`src/design/packet_header_field_extractor_defines.svh`:
```
// Assertion helpers for the RTL; only phfe_emit includes them.
`ifndef PACKET_HEADER_FIELD_EXTRACTOR_DEFINES_SVH
`define PACKET_HEADER_FIELD_EXTRACTOR_DEFINES_SVH

// Same-cycle implication, checked out of reset.
`define PHFE_ASSERT_NOW(lbl, ante, cons) \
   lbl: assert property (@(posedge clock) disable iff (reset) (ante) |-> (cons)) \
      else $error("assertion failed");

// Next-cycle implication, checked out of reset.
`define PHFE_ASSERT_NEXT(lbl, ante, cons) \
   lbl: assert property (@(posedge clock) disable iff (reset) (ante) |=> (cons)) \
      else $error("assertion failed");

`endif

```
`src/design/phfe_pkg.sv`:
```
package phfe_pkg;

   localparam int MAX_VLANS  = 3;
   localparam int NUM_FIELDS = 17;
   localparam logic [4:0] LAST_CODE = 5'(NUM_FIELDS - 1);
   localparam int FIFO_DEPTH = 2;
   localparam int FIFO_AW    = $clog2(FIFO_DEPTH);

   // csr indexes
   localparam logic CSR_GRE_UNPACK  = 1'b0;
   localparam logic CSR_LEN_FROM_IP = 1'b1;

   // parse status codes
   localparam logic [2:0] ST_OK        = 3'd0;
   localparam logic [2:0] ST_TRUNC     = 3'd1;
   localparam logic [2:0] ST_VLANS     = 3'd2;
   localparam logic [2:0] ST_IP6_EXT   = 3'd3;
   localparam logic [2:0] ST_ARP       = 3'd4;
   localparam logic [2:0] ST_UNK_ETYPE = 3'd5;
   localparam logic [2:0] ST_BAD_GRE   = 3'd6;

   // ethertypes
   localparam logic [15:0] ET_VLAN   = 16'h8100;
   localparam logic [15:0] ET_IPV4   = 16'h0800;
   localparam logic [15:0] ET_IPV6   = 16'h86DD;
   localparam logic [15:0] ET_ARP    = 16'h0806;
   localparam logic [15:0] ET_ERSPAN = 16'h88BE;

   // ip protocol numbers
   localparam logic [7:0] PR_HOPOPT = 8'd0;
   localparam logic [7:0] PR_TCP    = 8'd6;
   localparam logic [7:0] PR_UDP    = 8'd17;
   localparam logic [7:0] PR_ROUTE  = 8'd43;
   localparam logic [7:0] PR_FRAG   = 8'd44;
   localparam logic [7:0] PR_GRE    = 8'd47;
   localparam logic [7:0] PR_ESP    = 8'd50;
   localparam logic [7:0] PR_AH     = 8'd51;
   localparam logic [7:0] PR_DSTOPT = 8'd60;

   typedef enum logic [3:0] {
      LAYER_ETH, LAYER_VLAN, LAYER_IP4, LAYER_OPT, LAYER_IP6,
      LAYER_FRAG6, LAYER_TCP, LAYER_UDP, LAYER_GRE, LAYER_DONE
   } phfe_layer_type;

   typedef enum logic [1:0] {
      CTX_OUTER, CTX_GRE_IP4, CTX_ERSPAN
   } phfe_ctx_type;

   typedef struct packed {
      logic [NUM_FIELDS-1:0][63:0] rec;
      logic [2:0]                  status;
   } phfe_frame_type;

endpackage

```
`src/design/phfe_front.sv`:
```
module phfe_front
   import phfe_pkg::*;
(
   input  logic           clock,
   input  logic           reset,
   input  logic           csr_write_enable,
   input  logic           csr_index,
   input  logic           csr_write_data,
   input  logic           push,
   input  logic           full,
   input  logic [7:0]     frame_byte,
   input  logic           frame_end,
   input  logic [15:0]    sampled_length,
   output logic           frame_push,
   output phfe_frame_type frame_data
);

   logic gre_en_ff, len_ip_ff;
   logic [15:0] off_ff, off_in, start_ff, start_in;
   logic [5:0]  need_ff, need_in;
   phfe_layer_type layer_ff, layer_in;
   phfe_ctx_type   ctx_ff, ctx_in;
   logic [2:0]  tags_ff, tags_in, status_ff, status_in;
   logic [7:0]  pend_ff, pend_in;
   logic        lens_ff, lens_in;
   logic [NUM_FIELDS-1:0][63:0] rec_ff, rec_in;
   logic [7:0]  hbuf_ff [40];
   logic [7:0]  hb [40];

   logic        accept, parse, complete, do_l4, do_disp, unpack, df, mf, frag;
   logic [15:0] pos, disp_type, total, fo, t16;
   logic [7:0]  l4_proto, proto;
   logic [5:0]  optlen;
   logic [2:0]  fin_status;

   assign accept = push && !full;

   always_comb begin
      off_in = off_ff; start_in = start_ff; need_in = need_ff; layer_in = layer_ff;
      ctx_in = ctx_ff; tags_in = tags_ff; status_in = status_ff; pend_in = pend_ff;
      lens_in = lens_ff; rec_in = rec_ff; hb = hbuf_ff;
      do_l4 = 1'b0; l4_proto = '0; do_disp = 1'b0; disp_type = '0;
      unpack = 1'b0; fin_status = ST_OK; frame_push = 1'b0; frame_data = '0;
      parse = accept && (layer_ff != LAYER_DONE) && (off_ff != 16'hFFFF) &&
              (off_ff >= start_ff);
      pos = off_ff - start_ff;
      if (parse && pos < 16'd40) begin
         hb[pos[5:0]] = frame_byte;
      end
      complete = parse && ((17'(pos) + 17'd1) >= 17'(need_ff));
      df    = hb[6][6];
      mf    = hb[6][5];
      fo    = {hb[6][4:0], hb[7], 3'b000};
      frag  = mf || (fo != 16'd0);
      total = {hb[2], hb[3]};
      proto = hb[9];
      t16   = {hb[2], hb[3]};
      optlen = (hb[0][3:0] > 4'd5) ? {4'(hb[0][3:0] - 4'd5), 2'b00} : 6'd0;

      // ports of an outer or ERSPAN-inner TCP header count as soon as they arrive
      if (parse && layer_ff == LAYER_TCP && pos == 16'd3 && ctx_ff != CTX_GRE_IP4) begin
         rec_in[14] = {48'd0, hb[0], hb[1]};
         rec_in[15] = {48'd0, hb[2], hb[3]};
      end

      if (complete) begin
         case (layer_ff)
            LAYER_ETH: begin
               rec_in[0] = {16'd0, hb[0], hb[1], hb[2], hb[3], hb[4], hb[5]};
               rec_in[1] = {16'd0, hb[6], hb[7], hb[8], hb[9], hb[10], hb[11]};
               tags_in   = 3'd0;
               do_disp   = 1'b1;
               disp_type = {hb[12], hb[13]};
            end
            LAYER_VLAN: begin
               if (tags_ff == 3'd0) begin
                  rec_in[2] = {52'd0, hb[0][3:0], hb[1]};
               end
               if (tags_ff >= 3'(MAX_VLANS)) begin
                  layer_in = LAYER_DONE; status_in = ST_VLANS;
               end else begin
                  tags_in   = tags_ff + 3'd1;
                  do_disp   = 1'b1;
                  disp_type = {hb[2], hb[3]};
               end
            end
            LAYER_IP4: begin
               rec_in[3]  = 64'd4;
               rec_in[4]  = 64'd0;
               rec_in[5]  = {32'd0, hb[12], hb[13], hb[14], hb[15]};
               rec_in[6]  = 64'd0;
               rec_in[7]  = {32'd0, hb[16], hb[17], hb[18], hb[19]};
               rec_in[8]  = {56'd0, hb[8]};
               rec_in[9]  = {48'd0, total};
               rec_in[12] = {56'd0, proto};
               if (ctx_ff == CTX_GRE_IP4) begin
                  rec_in[10] = {61'd0, frag, rec_ff[10][1], df};
               end else begin
                  rec_in[10] = {61'd0, frag, mf, df};
                  rec_in[11] = {48'd0, fo};
               end
               if (ctx_ff == CTX_OUTER && !len_ip_ff) begin
                  lens_in = 1'b1;
               end else begin
                  lens_in = 1'b0; rec_in[13] = {48'd0, total};
               end
               if (ctx_ff != CTX_GRE_IP4 && fo != 16'd0) begin
                  layer_in = LAYER_DONE; status_in = ST_OK;
               end else if (proto == PR_TCP || proto == PR_UDP ||
                            (proto == PR_GRE && ctx_ff == CTX_OUTER && gre_en_ff)) begin
                  if (optlen != 6'd0) begin
                     pend_in  = proto;
                     layer_in = LAYER_OPT; need_in = optlen; start_in = off_ff + 16'd1;
                  end else begin
                     do_l4 = 1'b1; l4_proto = proto;
                  end
               end else begin
                  layer_in = LAYER_DONE; status_in = ST_OK;
               end
            end
            LAYER_OPT: begin
               do_l4 = 1'b1; l4_proto = pend_ff;
            end
            LAYER_IP6: begin
               rec_in[3]  = 64'd6;
               rec_in[4]  = {hb[8], hb[9], hb[10], hb[11], hb[12], hb[13], hb[14], hb[15]};
               rec_in[5]  = {hb[16], hb[17], hb[18], hb[19], hb[20], hb[21], hb[22], hb[23]};
               rec_in[6]  = {hb[24], hb[25], hb[26], hb[27], hb[28], hb[29], hb[30], hb[31]};
               rec_in[7]  = {hb[32], hb[33], hb[34], hb[35], hb[36], hb[37], hb[38], hb[39]};
               rec_in[8]  = {56'd0, hb[7]};
               rec_in[9]  = {48'd0, hb[4], hb[5]};
               rec_in[12] = {56'd0, hb[6]};
               if (ctx_ff == CTX_OUTER && !len_ip_ff) begin
                  lens_in = 1'b1;
               end else begin
                  lens_in = 1'b0; rec_in[13] = {48'd0, hb[4], hb[5]};
               end
               if (hb[6] == PR_FRAG) begin
                  layer_in = LAYER_FRAG6; need_in = 6'd8; start_in = off_ff + 16'd1;
               end else if (hb[6] == PR_HOPOPT || hb[6] == PR_ROUTE || hb[6] == PR_ESP ||
                            hb[6] == PR_AH || hb[6] == PR_DSTOPT) begin
                  layer_in = LAYER_DONE; status_in = ST_IP6_EXT;
               end else begin
                  do_l4 = 1'b1; l4_proto = hb[6];
               end
            end
            LAYER_FRAG6: begin
               rec_in[10] = {61'd0, 1'b1, t16[0], rec_ff[10][0]};
               rec_in[11] = {48'd0, t16[15:3], 3'b000};
               layer_in = LAYER_DONE; status_in = ST_OK;
            end
            LAYER_TCP: begin
               rec_in[14] = {48'd0, hb[0], hb[1]};
               rec_in[15] = {48'd0, hb[2], hb[3]};
               rec_in[16] = {58'd0, hb[13][5:0]};
               layer_in = LAYER_DONE; status_in = ST_OK;
            end
            LAYER_UDP: begin
               rec_in[14] = {48'd0, hb[0], hb[1]};
               rec_in[15] = {48'd0, hb[2], hb[3]};
               layer_in = LAYER_DONE; status_in = ST_OK;
            end
            LAYER_GRE: begin
               if (hb[0] != 8'd0 || hb[1] != 8'd0) begin
                  layer_in = LAYER_DONE; status_in = ST_BAD_GRE;
               end else if (t16 == ET_IPV4) begin
                  ctx_in = CTX_GRE_IP4;
                  layer_in = LAYER_IP4; need_in = 6'd20; start_in = off_ff + 16'd1;
               end else if (t16 == ET_ERSPAN) begin
                  ctx_in = CTX_ERSPAN;
                  layer_in = LAYER_ETH; need_in = 6'd14; start_in = off_ff + 16'd1;
               end else begin
                  layer_in = LAYER_DONE; status_in = ST_BAD_GRE;
               end
            end
            default: begin
               layer_in = LAYER_DONE; status_in = ST_OK;
            end
         endcase
      end

      if (do_l4) begin
         unpack = (ctx_ff == CTX_OUTER) && gre_en_ff;
         start_in = off_ff + 16'd1;
         if (l4_proto == PR_TCP) begin
            layer_in = LAYER_TCP; need_in = 6'd20;
         end else if (l4_proto == PR_UDP) begin
            layer_in = LAYER_UDP; need_in = 6'd8;
         end else if (l4_proto == PR_GRE && unpack) begin
            layer_in = LAYER_GRE; need_in = 6'd4;
         end else begin
            layer_in = LAYER_DONE; status_in = ST_OK;
         end
      end

      if (do_disp) begin
         start_in = off_ff + 16'd1;
         if (disp_type == ET_VLAN) begin
            layer_in = LAYER_VLAN; need_in = 6'd4;
         end else if (disp_type == ET_IPV4) begin
            layer_in = LAYER_IP4; need_in = 6'd20;
         end else if (disp_type == ET_IPV6) begin
            layer_in = LAYER_IP6; need_in = 6'd40;
         end else if (disp_type == ET_ARP) begin
            layer_in = LAYER_DONE; status_in = ST_ARP;
         end else begin
            layer_in = LAYER_DONE; status_in = ST_UNK_ETYPE;
         end
      end

      if (accept && off_ff != 16'hFFFF) begin
         off_in = off_ff + 16'd1;
      end

      if (accept && frame_end) begin
         if (layer_in == LAYER_DONE) begin
            fin_status = status_in;
         end else if (layer_in == LAYER_TCP && ctx_in != CTX_GRE_IP4 &&
                      off_in >= start_in && (off_in - start_in) >= 16'd4) begin
            fin_status = ST_OK;
         end else begin
            fin_status = ST_TRUNC;
         end
         frame_push        = 1'b1;
         frame_data.rec    = rec_in;
         frame_data.status = fin_status;
         if (lens_in) begin
            frame_data.rec[13] = {48'd0, sampled_length};
         end
         // new frame
         off_in = '0; start_in = '0; need_in = 6'd14; layer_in = LAYER_ETH;
         ctx_in = CTX_OUTER; tags_in = '0; status_in = ST_OK; pend_in = '0;
         lens_in = 1'b0; rec_in = '0;
      end
   end

   always_ff @(posedge clock) begin
      if (reset) begin
         gre_en_ff <= 1'b0; len_ip_ff <= 1'b0;
         off_ff <= '0; start_ff <= '0; need_ff <= 6'd14; layer_ff <= LAYER_ETH;
         ctx_ff <= CTX_OUTER; tags_ff <= '0; status_ff <= ST_OK; pend_ff <= '0;
         lens_ff <= 1'b0; rec_ff <= '0;
      end else begin
         if (csr_write_enable) begin
            case (csr_index)
               CSR_GRE_UNPACK:  gre_en_ff <= csr_write_data;
               CSR_LEN_FROM_IP: len_ip_ff <= csr_write_data;
               default: ;
            endcase
         end
         off_ff <= off_in; start_ff <= start_in; need_ff <= need_in; layer_ff <= layer_in;
         ctx_ff <= ctx_in; tags_ff <= tags_in; status_ff <= status_in; pend_ff <= pend_in;
         lens_ff <= lens_in; rec_ff <= rec_in;
      end
   end

   always_ff @(posedge clock) begin
      hbuf_ff <= hb;
   end

endmodule

```
`config.mk`:
```
export PLATFORM = sky130hd
export DESIGN_NAME = phfe_front
export DESIGN_NICKNAME = d
export VERILOG_FILES = /design/src/design/packet_header_field_extractor_defines.svh /design/src/design/phfe_pkg.sv /design/src/design/phfe_front.sv
export SDC_FILE = /design/constraint.sdc
export NUM_CORES = 2
export LEC_CHECK = 0
export CORE_AREA = 3 3 438 440
export DETAILED_ROUTE_END_ITERATION = 8
export DIE_AREA = 0 0 441 443
export DONT_BUFFER_PORTS = 1
export SLEW_MARGIN = 20
export SYNTH_ARGS = -nofsm -noshare
export SYNTH_HDL_FRONTEND = slang
export SYNTH_SLANG_ARGS = --single-unit
```
`constraint.sdc`:
```
create_clock -name clock -period 11.7 [get_ports clock]
set_input_delay 2.925 -clock clock [delete_from_list [all_inputs] [get_ports clock]]
set_output_delay 2.925 -clock clock [all_outputs]
set_load 0.1 [all_outputs]
```
# [Word-level counts from Yosys, hierarchy flattened]
# Cells that the tools add are included.
[totals] register_bits=1469 in_bits=32 elab_cells=289
[classes] mux=121 addsub=6 bitwise_logic=3 n_lt_le_gt_ge=9 n_reduce_logical=48 n_eq_ne=34
[op_table] op="$mux 1091" count=1
[op_table] op="$mux 1088" count=1
[op_table] op="$pmux 448 s2" count=1
[op_table] op="$pmux 128 s2" count=2
[op_table] op="$mux 64" count=7
[op_table] op="$mux 128" count=3
[op_table] op="$bwmux 320" count=1
[op_table] op="$mux 320" count=1
[op_table] op="$mux 16" count=13
[op_table] op="$mux 6" count=17
[op_table] op="$mux 4" count=17
[op_table] op="$mux 3" count=19
[op_table] op="$eq 8x6->1 const B" count=7
[op_table] op="$mux 8" count=7
[op_table] op="$demux 8 s6" count=1
[op_table] op="$eq 16x12->1 const B" count=3
[op_table] op="$eq 16x16->1 const B" count=3
[op_table] op="$pmux 16 s3" count=1
[op_table] op="$ge 16x16->1" count=2
[op_table] op="$pmux 16 s2" count=1
[op_table] op="$sub 16x16->16" count=2
[op_table] op="$pmux 8 s3" count=1
[op_table] op="$logic_and 1x1->1" count=21
[op_table] op="$eq 4x3->1 const B" count=5
[op_table] op="46 further kinds" count=84

# [Longest topological paths before layout]
[depth] depth_word=31 ltp_mapped=38 depth_no_buf=35

# [Worst setup path before layout]
# No wires, ideal clock.
[synth_path] kind="input to output" start="in push" end="out frame_data[0] (netlist name)" path_stages=32 n_path_buf=2 path_slack_ps=-1227 arrival_time_ps=10002 cell_sequence="nor2b_1 inv_1 a41oi_1 o311ai_2 nand3b_1 a2111o_1 buf_6 nor2_4 mux2i_1 nand4_1 nor2_1 nand4_1 nand3_1 clkbuf_1 nor2_1 a21oi_1 ha_1 nor2b_1 o21a_1 o21a_1 o21ai_0 a21boi_0 o21ai_0 a21oi_1 o41a_1 a21oi_1 mux2_2 a22oi_1 nor3_1 or3_1 a2111oi_2 a211oi_2"
[synth_rtl] item="start: declaration" line="phfe_front.sv:9" source="input logic push,"
[synth_rtl] item="end: declaration" line="phfe_front.sv:15" source="output phfe_frame_type frame_data"

==> key figures <==
Timing
  • Number of hold violations in the final report: 0
  • Min Hold Slack: 0.448 ns
  • Peak clock frequency supported by timing: 83.1 MHz
  • Setup WS post-layout: -0.339 ns
  • Setup violations, final: 1
  • Post-layout minimum cycle time: 12.04 ns
  • Unrepaired setup endpoints after global routing: yes
  • Slew at the pin closest to its max-slew limit: 1.34 ns
  • Slew HR: 0.106
  • Skew final: 0.0382 ns
  • Final period utilization: 1.03
  • Count of final max-slew check failures: 0

Floorplan
  • Core region area: 0.188 mm2
  • Placement row count: 159
  • Top-level port count: 1124
  • Initial core utilization: 0.311
  • Height of the die: 443 um
  • Die boundary width: 441 um
  • Die area: 0.195 mm2

Synth
  • Synth Warn #: 0
  • Fraction of the mapped netlist area in simple logic gates: 0.273
  • Number of flops mapped to enable cells by yosys: 0
  • Post-synthesis register bit count: 1469
  • Main flop type after synthesis: dfxtp_1
  • Dominant cells by area after synthesis: dfxtp_1, and2_1, and3_1
  • Cell accounting for the most synthesized area: dfxtp_1
  • Share of synthesized registers carrying an async set or reset: 0
  • Share of synthesized area occupied by flip-flops and latches: 0.504
  • Post-synthesis cell count: 6653
  • Number of unique standard cell types used by synthesis: 101
  • Share of synthesized cell area in full adder, half adder and majority cells: 0.00956
  • Largest family of logic cells by synthesized area: simple AND/OR/NAND/NOR gates
  • Parity-gate share of the synthesized area counting xor and xnor cells: 0.00675
  • Average cell area after synthesis: 8.78 um2
  • Net Count, Synth: 6729
  • Synthesized area: 0.0584 mm2
  • Synthesized-area fraction occupied by ao, oa, aoi and oai cells: 0.118
  • Multiplexer share of the synthesized area: 0.0407
  • Portion of synthesized cell area occupied by the leading cell type: 0.504

GRT
  • Number of antenna violations at the first check in global routing: 8
  • Global-route total usage across every layer: 0.217
  • Most used routing layer: met2
  • Remaining global-route overflow: 0
  • Met2 layer usage reported by global route: 0.358
  • Largest net degree at the start of global routing: 264
  • Via count of the first global-routing pass: 46300
  • Met3 Use GR: 0.0404
  • Global Route met1 Usage: 0.268
  • Wire length of the first global-routing pass: 321000 um

Critical path
  • Largest stage delay on the critical path: 0.42 ns
  • Critical Path Sink Type: output port
  • Category of the worst setup path launch point: input port
  • Critical path data arrival time: 9.11 ns
  • Maximum fanout count along the critical path: 15
  • Crit-path slowest cell: a2111o_1
  • Most common cell on crit path: a21oi_2
  • Critical Setup Path Class: in -> out
  • Data required time of the worst path: 8.78 ns

Clock tree
  • Cts hold-fix bufs: 0
  • Clk_lat worst skew: 0.80 ns
  • Number of buffers created by CTS: 160
  • Largest buffer count on any clock path: 3
  • Clock transition time at the flip-flop clock pins of the worst setup and hold paths: 0.06 ns
  • Number of sinks handled by clock tree synthesis: 1469
  • TritonCTS clock tree: built
  • Clock Tree Root: clkbuf_16
  • H-Tree Depth: 4

Pwr
  • P_leak: 31.5 nW
  • Total power draw: 12.5 mW
  • Power density over cell area: 174 mW/mm2
  • Maximum vdd ir drop: 155 uV

Min path
  • Worst hold path class: reg -> reg

Placement
  • GPL Wtd Cong: 0.930
  • HPWL after DPL: 155000 um
  • Number of cells after detailed placement: 9303
  • Placement-stage worst setup slack: -0.656 ns
  • Total of buffers placed on input and output ports: 0

Routing
  • Post-detailed-route count of antenna-violating nets: 0
  • First drt pass iteration count: 8
  • # DRC: 0
  • Routed wirelength normalized by instance count: 23.2 um
  • Routed via count: 49000
  • Wire length reported by the detailed router: 223000 um
  • Routed vias/inst: 5.10
  • Iteration-0 DRC count of the detailed router: 4547

Finish
  • Count of placed standard cells in the final layout, fillers left out: 9612
  • Multi-input gate area: 0.0276 mm2
  • Fraction of final layout cells sized beyond drive strength 1: 0.226
  • Number of filler instances in the final layout: 18800
  • Net count reported at finish: 7066
  • Most common library cell in the layout ignoring fill and taps: dfxtp_1
  • Most used cells in the layout excluding fill and tap cells: dfxtp_1, and2_1, buf_4
  • Area Overhead vs Synth: 23.7%
  • Area taken by flip-flops and latches: 0.0294 mm2

Job
  • Max-cap violation count: 0

Status
  • Result of the run: finished, violations left
  • Failing checks: negative setup slack
-- worst paths after layout --
| kind | startpoint | endpoint | slack, ns | cells past startpoint |
|---|---|---|---|---|
| max reg2reg | off_ff[0] | rec_ff[192] | 4.69 | 17 |
| min | rec_ff[1015] | rec_ff[1015] | 0.45 | 1 |
| max | push | frame_data[0] | -0.34 | 33 |
| min reg2reg | rec_ff[1015] | rec_ff[1015] | 0.45 | 1 |
-- cells by family (layout without fill, tap and decap cells) --
kind of cell | Yosys count | in the layout
AOI/OAI and AO/OA | 1039 | 1039
xor gates and xnor gates | 45 | 45
adders and majority gates | 44 | 44
buffers and inverters | 739 | 1199
DFF | 1469 | 1469
muxes | 223 | 223
other | 0 | 4
and+or+nand+nor | 3094 | 3094
-- power breakdown --
part | total, mW | switching [mW] | internal [mW]
clock network | 5.31 | 2.17 | 3.14
logic | 2.16 | 1.47 | 0.694
registers | 5.06 | 0.0207 | 5.04
-- routing by layer --
| metal | part of all wire | wire [um] |
|---|---|---|
| met1 | 0.40 | 90400 |
| met2 | 0.48 | 106000 |
| met3 | 0.061 | 13600 |
| met4 | 0.059 | 13100 |
| met5 | 0.000058 | 13 |
-- cell type report --
class                           instances  share of cell area
Tap cell                             2495              0.0432
Timing Repair Buffer                  735              0.0811
Multi-Input combinational cell       4445               0.382
Clock buffer                          234              0.0660
Inverter                              179             0.00941
Sequential cell                      1469               0.407
Clock inverter                         51              0.0112
Antenna cell                            4            0.000139
-- cells in the mapped netlist, drive strengths merged (9+ instances only) --
master   instances
or3              9
a211oi          15
clkbuf         526
dfxtp         1469
nand3           47
nor4            27
a22o            91
mux2           113
a22oi          214
o211ai          30
and2           800
or2             11
nand2b          22
nor3            68
and3           653
xnor2           30
mux2i          110
a2bb2oi         33
nor2b           11
o22ai           38
nand2          364
xor2            15
inv            176
a31oi           12
a21oi          221
nand4           23
o21ai          279
nor2          1019
buf             34
o31ai           12
a21o            17
ha              43
or4             11
-- metrics by stage --
step                      area [um2]  utilization  setup TNS [ns]
after floorplan                58500            -          -0.234
after global placement         66300        0.353          -0.479
after detailed placement       66300        0.353          -0.656
after CTS                      72100        0.384          -0.388
after global routing           72200        0.384          -0.602
final                          72200        0.384          -0.339
-- sequential cells by signal, indices dropped and copies added (netlist names) --
name,flops
off_ff,16
start_ff,16
len_ip_ff,1
tags_ff,3
ctx_ff,2
layer_ff,4
lens_ff,1
pend_ff,8
hbuf_ff,320
need_ff,6
rec_ff,1088
status_ff,3
gre_en_ff,1
-- worst max-delay path: cells and delay by family --
| family | cells | cell delay [ns] |
|---|---|---|
| AOI/OAI and AO/OA | 17 | 3.28 |
| adders and majority gates | 1 | 0.32 |
| buffers and inverters | 4 | 0.62 |
| muxes | 1 | 0.32 |
| and+or+nand+nor | 10 | 1.62 |
-- what timing repair did --
item	4_1_cts	5_1_grt
endpoints found under the setup margin	1	1
pin swaps	26	21
setup buffers	13	7
gates resized for setup	28	8
gates cloned	0	0
No activity file was read; power rests on OpenSTA's default activity.
