File: src/design/packet_header_field_extractor_defines.svh
// Assertion helpers for the RTL; only phfe_emit includes them.
`ifndef PACKET_HEADER_FIELD_EXTRACTOR_DEFINES_SVH
`define PACKET_HEADER_FIELD_EXTRACTOR_DEFINES_SVH

// Same-cycle implication, checked out of reset.
`define PHFE_ASSERT_NOW(lbl, ante, cons) \
   lbl: assert property (@(posedge clock) disable iff (reset) (ante) |-> (cons)) \
      else $error("assertion failed");

// Next-cycle implication, checked out of reset.
`define PHFE_ASSERT_NEXT(lbl, ante, cons) \
   lbl: assert property (@(posedge clock) disable iff (reset) (ante) |=> (cons)) \
      else $error("assertion failed");

`endif

File: src/design/phfe_pkg.sv
package phfe_pkg;

   localparam int MAX_VLANS  = 3;
   localparam int NUM_FIELDS = 17;
   localparam logic [4:0] LAST_CODE = 5'(NUM_FIELDS - 1);
   localparam int FIFO_DEPTH = 2;
   localparam int FIFO_AW    = $clog2(FIFO_DEPTH);

   // csr indexes
   localparam logic CSR_GRE_UNPACK  = 1'b0;
   localparam logic CSR_LEN_FROM_IP = 1'b1;

   // parse status codes
   localparam logic [2:0] ST_OK        = 3'd0;
   localparam logic [2:0] ST_TRUNC     = 3'd1;
   localparam logic [2:0] ST_VLANS     = 3'd2;
   localparam logic [2:0] ST_IP6_EXT   = 3'd3;
   localparam logic [2:0] ST_ARP       = 3'd4;
   localparam logic [2:0] ST_UNK_ETYPE = 3'd5;
   localparam logic [2:0] ST_BAD_GRE   = 3'd6;

   // ethertypes
   localparam logic [15:0] ET_VLAN   = 16'h8100;
   localparam logic [15:0] ET_IPV4   = 16'h0800;
   localparam logic [15:0] ET_IPV6   = 16'h86DD;
   localparam logic [15:0] ET_ARP    = 16'h0806;
   localparam logic [15:0] ET_ERSPAN = 16'h88BE;

   // ip protocol numbers
   localparam logic [7:0] PR_HOPOPT = 8'd0;
   localparam logic [7:0] PR_TCP    = 8'd6;
   localparam logic [7:0] PR_UDP    = 8'd17;
   localparam logic [7:0] PR_ROUTE  = 8'd43;
   localparam logic [7:0] PR_FRAG   = 8'd44;
   localparam logic [7:0] PR_GRE    = 8'd47;
   localparam logic [7:0] PR_ESP    = 8'd50;
   localparam logic [7:0] PR_AH     = 8'd51;
   localparam logic [7:0] PR_DSTOPT = 8'd60;

   typedef enum logic [3:0] {
      LAYER_ETH, LAYER_VLAN, LAYER_IP4, LAYER_OPT, LAYER_IP6,
      LAYER_FRAG6, LAYER_TCP, LAYER_UDP, LAYER_GRE, LAYER_DONE
   } phfe_layer_type;

   typedef enum logic [1:0] {
      CTX_OUTER, CTX_GRE_IP4, CTX_ERSPAN
   } phfe_ctx_type;

   typedef struct packed {
      logic [NUM_FIELDS-1:0][63:0] rec;
      logic [2:0]                  status;
   } phfe_frame_type;

endpackage

File: src/design/phfe_emit.sv
`include "packet_header_field_extractor_defines.svh"
module phfe_emit
   import phfe_pkg::*;
(
   input  logic           clock,
   input  logic           reset,
   input  logic           fifo_empty,
   input  phfe_frame_type fifo_data,
   output logic           fifo_pop,
   input  logic           rsp_pop,
   output logic           rsp_empty,
   output logic [4:0]     rsp_field_code,
   output logic [63:0]    rsp_field_value,
   output logic [2:0]     rsp_parse_status,
   output logic           rsp_last_field
);

   phfe_frame_type cur_ff;
   logic           valid_ff;
   logic [4:0]     idx_ff;
   logic           take, last;

   assign last     = (idx_ff == LAST_CODE);
   assign take     = rsp_pop && valid_ff;
   assign fifo_pop = !fifo_empty && (!valid_ff || (take && last));

   assign rsp_empty        = !valid_ff;
   assign rsp_field_code   = idx_ff;
   assign rsp_field_value  = cur_ff.rec[idx_ff];
   assign rsp_parse_status = cur_ff.status;
   assign rsp_last_field   = last;

   always_ff @(posedge clock) begin
      if (fifo_pop) begin
         cur_ff <= fifo_data;
      end
   end

   always_ff @(posedge clock) begin
      if (reset) begin
         valid_ff <= 1'b0; idx_ff <= '0;
      end else if (fifo_pop) begin
         valid_ff <= 1'b1; idx_ff <= '0;
      end else if (take) begin
         if (last) begin
            valid_ff <= 1'b0; idx_ff <= '0;
         end else begin
            idx_ff <= idx_ff + 5'd1;
         end
      end
   end

   `PHFE_ASSERT_NOW(a_idx_range, valid_ff, idx_ff <= LAST_CODE)
   `PHFE_ASSERT_NEXT(a_idx_step, take && !last, idx_ff == $past(idx_ff) + 5'd1)
   `PHFE_ASSERT_NEXT(a_drain, take && last && fifo_empty, rsp_empty)
   `PHFE_ASSERT_NEXT(a_reload, fifo_pop, valid_ff && idx_ff == 5'd0)

endmodule

File: config.mk
export PLATFORM = sky130hd
export DESIGN_NAME = phfe_emit
export DESIGN_NICKNAME = d
export VERILOG_FILES = /design/src/design/phfe_pkg.sv /design/src/design/phfe_emit.sv
export VERILOG_INCLUDE_DIRS = /design/src /design/src/design
export SDC_FILE = /design/constraint.sdc
export NUM_CORES = 1
export LEC_CHECK = 0
export BUFFER_PORTS_ARGS = -buffer_cell sky130_fd_sc_hd__clkbuf_2
export CORE_AREA = 2 2 453 455
export CTS_BUF_LIST = sky130_fd_sc_hd__clkbuf_8
export CTS_CLUSTER_DIAMETER = 120
export DETAILED_ROUTE_END_ITERATION = 10
export DIE_AREA = 0 0 455 457
export PLACE_DENSITY = 0.41
export SLEW_MARGIN = 20
export SYNTH_ARGS = -nofsm -noshare
export SYNTH_HDL_FRONTEND = slang
export SYNTH_SLANG_ARGS = --single-unit
File: constraint.sdc
create_clock -name clock -period 150.6 [get_ports clock]
set_input_delay 45.18 -clock clock [delete_from_list [all_inputs] [get_ports clock]]
set_output_delay 45.18 -clock clock [all_outputs]
set_load 0.02 [all_outputs]
Yosys cells after proc, flatten, opt, wreduce, memory -nomap -nowiden. Cells that the tools add are included.

Bits in registers: 1097. Input port bits: 1095. Output and inout bits: 75. Logic and storage cells: 39.

$add $sub $neg: 1. Magnitude comparators: 1. Equality and inequality tests: 1. Mux-type cells: 6. Reductions and logical operators: 10.

Operators with widths (count): $bmux W64 S5 (1); $mux W64 (1); $lt A5 B6 Y1 const B (1); $add A5 B1 Y5 const B (1); $eq A5 B5 Y1 const B (1); $mux W5 (1); $reduce_bool A2 Y1 (2); $logic_and A1 B1 Y1 (3); $mux W1 (3); $logic_not A1 Y1 (2); $reduce_and A2 Y1 (1); $reduce_or A2 Y1 (1); $logic_or A1 B1 Y1 (1).

Logic depth before layout (Yosys ltp). Gate-level depths: netlist of run 1.

Depth after elaboration: 6. Gate-level depth with buffers: 9. Gate-level depth less buffers: 6.

Worst setup path after synthesis of run 1. OpenSTA, ideal clock, no wires.

Kind: input-to-output. From: input rsp_pop. To: output fifo_pop. Arrival: 97.740 ns. Required time: 105.420 ns. Slack: 7.680 ns. Stages: 2. Buffers on the path: 0. Path through: nand2_1 > a21oi_1.

Word-level cells in the longest chain between the ends: 4.

Ends and longest elaborated chain: start: declaration (line phfe_emit.sv:10) `input logic rsp_pop,`; $logic_and A1 B1 Y1 (line phfe_emit.sv:24) `assign take = rsp_pop && valid_ff;`; $logic_and A1 B1 Y1 (line phfe_emit.sv:25) `assign fifo_pop = !fifo_empty && (!valid_ff || (take && last));`; $logic_or A1 B1 Y1 (line phfe_emit.sv:25); $logic_and A1 B1 Y1 (line phfe_emit.sv:25); end: declaration (line phfe_emit.sv:9) `output logic fifo_pop,`.

Every way passes these cells.

Worst setup path after layout of run 1. Ends and elaborated chain as after synthesis.

==> results of run 1 <==
-- layout make-up --
cell class / instances / share of cell area
tap: 2688 / 0.06208
clock inverter: 138 / 0.01372
timing repair buffer: 1216 / 0.1152
clock buffer: 201 / 0.05106
multi-input combinational: 829 / 0.1491
inverter: 4 / 0.0002771
sequential: 1097 / 0.6071
antenna: 31 / 0.001432
-- worst min-delay path by stage --
stage	from	endpoint	slack, ps	cells past startpoint
after floorplan	valid_ff	valid_ff	490	2
after global placement	valid_ff	valid_ff	580	2
after detailed placement	valid_ff	valid_ff	560	2
after global routing	valid_ff	rsp_field_code[0]	600	2
after CTS	valid_ff	valid_ff	570	2
final	valid_ff	valid_ff	580	2
-- sequential cells by signal (all words and copies together), names as in the netlist --
| name | cells |
|---|---|
| cur_ff | 1088 |
| rsp_field_code | 5 |
| rsp_parse_status | 3 |
| valid_ff | 1 |
-- routing by layer --
metal | part of all wire | vias to the layer above | track usage
li1 | - | 11090 | -
met5 | 0.0027 | - | 0
met4 | 0.021 | 78 | 0.04157
met3 | 0.097 | 305 | 0.06431
met2 | 0.51 | 1108 | 0.2805
met1 | 0.37 | 12659 | 0.1783
-- synth_stat cells (2+ instances only) --
library cell | number | area (µm²)
edfxtp_1 | 1091 | 32760
mux2i_1 | 258 | 2582
mux4_2 | 128 | 2883
a22oi_1 | 88 | 660.6
nand2_1 | 88 | 330.3
o22ai_1 | 80 | 500.5
buf_2 | 56 | 280.3
nand3_1 | 46 | 230.2
nor2_1 | 44 | 165.2
clkbuf_1 | 41 | 153.9
o211ai_1 | 40 | 300.3
a21oi_1 | 25 | 125.1
buf_4 | 17 | 127.6
and2_1 | 6 | 37.54
dfxtp_1 | 6 | 120.1
buf_6 | 4 | 45.04
inv_1 | 4 | 15.01
nor2b_1 | 3 | 18.77
o21ai_0 | 3 | 15.01
xnor2_1 | 3 | 26.28
a32oi_1 | 2 | 17.52
buf_1 | 2 | 7.510
ha_1 | 2 | 25.02
nand4_1 | 2 | 12.51
-- power breakdown --
part / switching [mW] / total [mW] / internal (mW)
logic: 0.0251 / 0.0444 / 0.0194
registers: 0.00516 / 0.362 / 0.357
clock network: 0.131 / 0.260 / 0.129
-- logic make-up (layout without fill, tap and decap cells) --
kind of cell | after synthesis | in the layout | share of synthesized area
compound gates | 240 | 240 | 0.03941
fa+ha+maj | 2 | 2 | 0.0006024
other cells | 0 | 31 | 0
flops | 1097 | 1097 | 0.7917
simple gates | 198 | 198 | 0.02088
xor+xnor | 3 | 3 | 0.0006328
mux | 386 | 386 | 0.1316
buf+inv | 124 | 1559 | 0.01515
-- metrics by stage --
step           utilization  cell area (µm²)  hold slack [ps]  std cells
2_1_floorplan            -            41530            486.0       2050
3_3_place_gp        0.2488            50590            578.1       5834
3_5_place_dp        0.2488            50590            562.2       5834
4_1_cts             0.2661            54100            572.5       6173
5_1_grt             0.2663            54140            597.2       6189
6_report            0.2665            54180            581.3       6204
-- cells in the final DEF (no fill, tap or decap), types with 42 or more instances in the layout --
master / n
a22oi_1: 88
buf_4: 44
clkbuf_2: 1169
clkbuf_8: 201
edfxtp_1: 1091
inv_1: 70
mux2i_1: 258
mux4_2: 128
nand2_1: 88
nand3_1: 45
nor2_1: 42
o22ai_1: 80
-- worst min-delay path, cell delays in order, from the launching register on --
cell and delay [ps]:
dfxtp_1 380, nand2_1 90, a21oi_1 60
==> impl_results.md, run 1 <==
* Outcome: finished clean
* Synth unique cells at 35
* Quantity of I/O buffers inserted on ports at between 1000 and 1500
* Cell with the biggest individual delay on the critical path: a21oi_4
* Critical path's most frequent cell: clkbuf_2
* Synth Flop Type: edfxtp_1
* Die width at 455 µm
* Starting utilization of the core area at 0.2042
* Maximum fanout encountered on the critical timing path at 28
* Slew headroom at 0.2920
* Gate count after technology mapping at 2050
* Total global-route track usage at 0.1600
* Final number of setup-violating endpoints at 0
* TritonCTS clock tree: built
* Sink Count at about 1100
* Areal power density over the cells at roughly 12 nW/µm²
* Detailed-routing iteration count for the pre-antenna-repair pass at 7
* Launching element of the worst setup path: rsp_pop
* Number of placement rows at 166
* Antenna Nets Post-Route at 0
* Clock transition at path regs at roughly 60 ps
* RSZ-0062 raised after global routing: false
* WP data arrival at 46930 ps
* Total of max-cap violations at 0
* Synthesized area per cell at approximately 20 µm²
* Crit path depth at 5
* Total negative setup slack at 0 ps
* Crit Reg-Reg Startpoint: rsp_field_code[0]
* Fmax at approximately 0.011 GHz
* Area of the multi-input gates at roughly 8100 µm²
* GR Overflow Total at 0
* Pre-CTS setup slack at a little under 60000 ps
* Core box area at a little over 200000 µm²
* Setup Fix Bufs, Post-CTS at 0
* Cell area after synthesis at 41530 µm²
* Sequence of cells on the critical path: clkbuf_2 > nand2_1 > a21oi_4 > buf_4 > clkbuf_2
* Number of H-tree levels at 4
* Yosys warning count at 0
* Kind of cell with the highest combined delay on the critical path: buffers and inverters
* Final layout net count at approximately 4400
* Largest net degree at the start of global routing at 92
* Number of enable-type register cells in the synthesized netlist at between 1000 and 1500
* Total CTS buffers at 199
* Ratio of final minimum period to clock period at 0.6116
* Hold-fix buffers at CTS at 0
* Last weighted congestion value of the routability-driven placer at approximately 0.81
* Endpoints failing hold at 0
* Slew at the pin closest to its max-slew limit at between 1000 and 1500 ps
* Share of post-route cells with drive strength above 1 at 0.4568
* Wire length reported by the detailed router at 172.2 mm
* Cells on worst reg2reg path at 10
* Count of filler cells inserted in the layout at 20985
* Data required time at the worst endpoint at ~110000 ps
* Number of antenna violations at the first check in global routing at 85
* IO Pins at about 1200
* Async S/R FF share, synth at 0
* Count of state elements after synthesis at 1097
* Post-layout worst setup margin at just under 60000 ps
* Leakage power at between 15 and 20 nW
* Global-route wire length before repair at around 230 mm
* Routed len/inst at ~28 µm
* Resize count post-CTS at 0
* Reg-to-reg slack, setup at approximately 140000 ps
* HPWL reported at the end of detailed placement at between 100 and 150 mm
* Detailed-route via count at about 25000
* CP endpoint: fifo_pop
* First DRT Iteration DRCs at approximately 1800
* Crit-path max cell delay at between 700 and 800 ps
* Slew Viols, Final at 0
* Startpoint kind of the worst setup timing path: input port
* Die extent in y at 457 µm
* IR drop worst, VDD at approximately 0.0000075 V
* Number of buffer and inverter stages on the critical path at 3
* Critical path class: input port to primary output
* Setup clock skew after layout at about 40 ps
* Post-synthesis to final-layout area growth at 30.46%
* Sequential cell area at about 33000 µm²
* Worst-skew pair later-pin latency at about 900 ps
* Net Count, Synth at around 3100
* Vias in the first global route at around 27000
* Floorplan die area at between 200000 and 250000 µm²
* Overall power of the completed layout at 0.6664 mW
* Nature of the critical path endpoint: primary output
* Root Buffer: clkbuf_8
* DR vias/cell at 4.068
* Capture instance of the worst register-to-register path: cur_ff[436]
* HP Class: register to register
* DRC violations left at 0
* Maximum root-to-sink buffer count at 3
* Final critical-path required period at 92110 ps
* Seq/Total Area, Yosys at 0.7917
Note: power is estimated with default switching activity, not from simulation.
==> run 2: changes to the inputs <==
--- a/config.mk
+++ b/config.mk
@@ -7,12 +7,12 @@
 export NUM_CORES = 1
 export LEC_CHECK = 0
 export BUFFER_PORTS_ARGS = -buffer_cell sky130_fd_sc_hd__clkbuf_2
-export CORE_AREA = 2 2 453 455
+export CORE_AREA = 2 2 457 459
 export CTS_BUF_LIST = sky130_fd_sc_hd__clkbuf_8
 export CTS_CLUSTER_DIAMETER = 120
 export DETAILED_ROUTE_END_ITERATION = 10
-export DIE_AREA = 0 0 455 457
-export PLACE_DENSITY = 0.41
+export DIE_AREA = 0 0 459 461
+export PLACE_DENSITY = 0.42
 export SLEW_MARGIN = 20
 export SYNTH_ARGS = -nofsm -noshare
 export SYNTH_HDL_FRONTEND = slang
==> constraint.sdc (replaced) <==
create_clock -name clock -period 80.1 [get_ports clock]
set_input_delay 24.03 -clock clock [delete_from_list [all_inputs] [get_ports clock]]
set_output_delay 24.03 -clock clock [all_outputs]
set_load 0.02 [all_outputs]
==> run 2 against run 1 <==
Critical path type unchanged. Clock power up 98%. Count of clock-buffer cells in the layout down 2. Worst setup slack worse by 27000 ps. Die area up 1.8%. Register-to-register slack worse by 72000 ps.
==> impl_results.md, run 2 (synthesized netlist as in run 1, its figures left out) <==
* Total of max-cap violations at 0
* Ratio of final minimum period to clock period at 0.6095
* Die extent in y at between 400 and 500 µm
* Part of the power in the clock network at 0.402
* Final critical-path required period at roughly 50000 ps
* Maximum fanout encountered on the critical timing path at 5
* First DRT Iteration DRCs at 2158
* M1 GR Usage at 0.1816
* Crit-path max cell delay at around 280 ps
* Total global-route track usage at 0.1607
* WP data arrival at between 20000 and 25000 ps
* Floorplan die area at between 200000 and 250000 µm²
* Met2 Use GR at 0.2697
* Kind of cell with the highest combined delay on the critical path: buffers and inverters
* Outcome: finished clean
* Slew headroom at 0.2278
* Met3 track demand over resource at 0.07443
* Combinational Power Share at 0.066
* Worst-skew pair later-pin latency at 910 ps
* Antenna Nets Post-Route at 0
* Quantity of I/O buffers inserted on ports at 1169
* Post-synthesis to final-layout area growth at 30.93%
* Critical path's most frequent cell: clkbuf_2
* Share of post-route cells with drive strength above 1 at 0.4586
* HP Class: register to register
* Sequential Power Share at 0.532
* Nature of the critical path endpoint: primary output
* Data required time at the worst endpoint at around 56000 ps
* Count of filler cells inserted in the layout at ~21000
* Wire length reported by the detailed router at around 180 mm
* Number of placement rows at ~170
* Vias in the first global route at about 27000
* Number of buffer and inverter stages on the critical path at 2
* Fmax at around 0.020 GHz
* GR Overflow Total at 0
* Detailed-route via count at about 26000
* Areal power density over the cells at between 20 and 25 nW/µm²
* Sequence of cells on the critical path: clkbuf_2 > nand2_1 > a21oi_4 > clkbuf_2
* Starting utilization of the core area at 0.2012
* Switching power at around 0.31 mW
* TritonCTS clock tree: built
* Slew at the pin closest to its max-slew limit at 1146 ps
* Startpoint kind of the worst setup timing path: input port
* Maximum root-to-sink buffer count at 3
* Total negative setup slack at 0 ps
* RSZ-0062 raised after global routing: false
* DR vias/cell at 4.093
* Leakage power at a little under 20 nW
* Final number of setup-violating endpoints at 0
* Sink Count at roughly 1100
* DRC violations left at 0
* Slew Viols, Final at 0
* Cell internal power dissipation at 0.9670 mW
* Number of H-tree levels at 4
* Last weighted congestion value of the routability-driven placer at 0.8280
* HPWL reported at the end of detailed placement at 132.6 mm
* Critical path class: input port to primary output
* Resize count post-CTS at 0
* Detailed-routing iteration count for the pre-antenna-repair pass at 5
* Cell with the biggest individual delay on the critical path: a21oi_4
* Total CTS buffers at ~200
* Core box area at roughly 210000 µm²
* Switching portion of total power at 0.2446
* Top reg by flops: cur_ff
* Setup clock skew after layout at roughly 45 ps
* IO Pins at between 1000 and 1500
* Final layout net count at roughly 4400
* Most common cell after layout, fill and taps aside: clkbuf_2
* Max FFs per register at roughly 1100
* Die width at 459 µm
* Routed len/inst at between 20 and 30 µm
* Root Buffer: clkbuf_8
* Highest-utilization routing layer at the global route stage: met2
* Highest-count cells in the layout ignoring fill and taps: 1169 x clkbuf_2, 1091 x edfxtp_1, 258 x mux2i_1, 199 x clkbuf_8, 128 x mux4_2
* Largest net degree at the start of global routing at roughly 170
* Hold-fix buffers at CTS at 0
* Layout Utilization at 0.2634
* Clock transition at path regs at roughly 60 ps
* Global-route wire length before repair at 230.3 mm
* Setup Fix Bufs, Post-CTS at 0
* Endpoints failing hold at 0
* IR drop worst, VDD at roughly 0.000014 V
* Number of antenna violations at the first check in global routing at 122
## run 2: power by group through the flow
stage / sequential, mW / combinational [mW] / clock [mW]
after floorplan: 0.726 / 0.0367 / 0
after global placement: 0.692 / 0.0858 / 0
after detailed placement: 0.693 / 0.0866 / 0
after CTS: 0.681 / 0.0871 / 0.537
after global routing: 0.683 / 0.0916 / 0.559
final: 0.681 / 0.0845 / 0.515
## run 2: final cells by class
type,instances,area [µm²],area share
inverters,4,15.01,0.0002761
clock buffers,199,2739,0.05037
repair buffers,1209,6201,0.1140
well taps,2704,3383,0.06222
flip-flops and latches,1097,32890,0.6049
multi-input cells,829,8077,0.1485
clock inverters,153,975.9,0.01795
diodes,37,92.59,0.001703
## run 2: metrics by stage
step,cell area (µm²),setup slack [ps],std cells,total power [mW],hold WS [ps]
CTS,54280,31240,6195,1.306,588.3
global placement,50570,31200,5843,0.7782,594.1
global route,54310,31200,6204,1.334,618.9
floorplan,41530,3323,2050,0.7629,496.7
finish,54380,31280,6232,1.280,593.3
detailed placement,50570,31240,5843,0.7796,581.1
## run 2: worst min-delay path, cell delays in order (launching register included)
cell	delay [ps]
dfxtp_1	390
nand2_1	90
a21oi_1	60
## run 2: worst paths after layout
kind | end | slack (ps) | start | cells after the start
max | fifo_pop | 31280 | rsp_pop | 4
min reg2reg | valid_ff | 590 | valid_ff | 2
min | valid_ff | 590 | valid_ff | 2
max reg2reg | cur_ff[460] | 72940 | rsp_field_code[4] | 10
## run 2: routing by layer
| metal | vias up | part of all wire |
|---|---|---|
| li1 | 11105 | - |
| met1 | 12686 | 0.37 |
| met2 | 1273 | 0.49 |
| met3 | 348 | 0.11 |
| met4 | 98 | 0.023 |
| met5 | - | 0.0036 |
==> run 3: changes to the inputs <==
==> constraint.sdc (replaced) <==
create_clock -name clock -period 44.2 [get_ports clock]
set_input_delay 13.26 -clock clock [delete_from_list [all_inputs] [get_ports clock]]
set_output_delay 13.26 -clock clock [all_outputs]
set_load 0.02 [all_outputs]
==> run 3 against run 2 <==
Combinational power rose by 82%. Final area grew 0.18%. Worst setup slack got worse by 16000 ps. Critical path depth grew 1. Via count up 0.80%. Clock skew grew 12 ps. Global-route usage is 0.25 points higher. Die area did not move. Critical path type unchanged. Critical endpoint unchanged. Largest cell class unchanged. Largest power group unchanged.
==> impl_results.md, run 3 (synthesized netlist as in run 1, its figures left out) <==
* Post-layout worst setup margin at roughly 16000 ps
* Endpoints failing hold at 0
* Post-synthesis to final-layout area growth at 31.16%
* Number of placement rows at 167
* Total of max-cap violations at 0
* Maximum fanout encountered on the critical timing path at between 100 and 150
* Pre-CTS setup slack at approximately 16000 ps
* Core box area at 206400 µm²
* Areal power density over the cells at between 40 and 50 nW/µm²
* Max FFs per register at between 1000 and 1500
* Critical path class: input port to primary output
* Nature of the critical path endpoint: primary output
* First DRT Iteration DRCs at approximately 2100
* Startpoint kind of the worst setup timing path: input port
* Final layout net count at roughly 4400
* IR drop worst, VDD at roughly 0.000026 V
* Hold-fix buffers at CTS at 0
* Maximum root-to-sink buffer count at 3
* GR Overflow Total at 0
* Last weighted congestion value of the routability-driven placer at between 0.8 and 0.9
* WP data arrival at about 15000 ps
* Global-route wire length before repair at roughly 230 mm
* Slew at the pin closest to its max-slew limit at about 1200 ps
* Final critical-path required period at approximately 29000 ps
* Wire length reported by the detailed router at around 180 mm
* Floorplan die area at approximately 210000 µm²
* Highest-count cells in the layout ignoring fill and taps: 1169 x clkbuf_2, 1091 x edfxtp_1, 258 x mux2i_1, 202 x clkbuf_8, 128 x mux4_2
* Detailed-routing iteration count for the pre-antenna-repair pass at 7
* Setup clock skew after layout at between 50 and 60 ps
* Die extent in y at 461 µm
* Die width at 459 µm
* Largest net degree at the start of global routing at around 180
* RSZ-0062 raised after global routing: false
* Antenna Nets Post-Route at 0
* Routed len/inst at ~29 µm
* DR vias/cell at around 4.1
* Vias in the first global route at ~27000
* DRC violations left at 0
* Total CTS buffers at 202
* Starting utilization of the core area at 0.2012
* Number of H-tree levels at 4
* Quantity of I/O buffers inserted on ports at around 1200
* Resize count post-CTS at 0
* Share of post-route cells with drive strength above 1 at 0.4598
* Setup Fix Bufs, Post-CTS at 0
* Top reg by flops: cur_ff
* TritonCTS clock tree: built
* HPWL reported at the end of detailed placement at about 130 mm
* Leakage power at about 19 nW
* Ratio of final minimum period to clock period at 0.6481
* Overall power of the completed layout at around 2.3 mW
* Worst-skew pair later-pin latency at 940 ps
* Total global-route track usage at 0.1631
* Detailed-route via count at approximately 26000
* Clock transition at path regs at about 60 ps
* Most common cell after layout, fill and taps aside: clkbuf_2
* Number of antenna violations at the first check in global routing at 108
* Slew headroom at 0.1692
* Slew Viols, Final at 0
* Total negative setup slack at 0 ps
* Final number of setup-violating endpoints at 0
* Hold slack at between 500 and 600 ps
* HP Class: register to register
* Root Buffer: clkbuf_8
* Outcome: finished clean
* Fmax at between 0.03 and 0.04 GHz
* IO Pins at 1170
* Layout Utilization at 0.2639
* Data required time at the worst endpoint at 30940 ps
* Sink Count at roughly 1100
run 3: cell types whose count changed in the layout (fill, tap and decap cells not counted), sizes merged:
cell,delta
clkinv,-11
diode,-10
inv,+5
bufinv,+3
clkbuf,+3
clkinvlp,+3
buf,+1
run 3: layout make-up:
type | instances | area [µm²]
fill | 21341 | 152000
sequential | 1097 | 32890
multi-input combinational | 829 | 8082
timing repair buffer | 1210 | 6196
tap | 2704 | 3383
clock buffer | 202 | 2780
clock inverter | 153 | 1056
antenna | 27 | 67.56
inverter | 4 | 15.01
run 3: worst paths after layout:
kind | slack, ps | to | from | cells after the start
worst max-delay path | 15550 | fifo_pop | rsp_pop | 5
worst min-delay path | 580 | valid_ff | valid_ff | 2
worst max register to register | 38470 | cur_ff[858] | rsp_field_code[0] | 10
worst min register to register | 580 | valid_ff | valid_ff | 2
run 3: critical path, stage by stage:
cell and delay [ps]:
clkbuf_2 240, nand2_1 180, a21oi_4 520, buf_12 350, clkbuf_2 330
run 3: routing by layer:
metal | track usage | vias up | routed length, µm
li1 | - | 11086 | -
met1 | 0.1884 | 12853 | 67720
met2 | 0.2695 | 1342 | 85840
met3 | 0.07598 | 340 | 20040
met4 | 0.04646 | 94 | 4665
met5 | 0 | - | 571
run 3: power breakdown:
part           switching, mW  internal, mW  leakage [nW]  total [mW]
Clock                  0.466         0.494          2.17       0.960
Combinational         0.0885        0.0660          6.89       0.154
Sequential            0.0184          1.22          10.4        1.23
Total                  0.573          1.78          19.5        2.35
run 3: metrics by stage:
stage	instance area [µm²]	instances
after global placement	50570	5844
final	54470	6226
after detailed placement	50570	5844
after global routing	54430	6210
after CTS	54400	6199
after floorplan	41540	2050
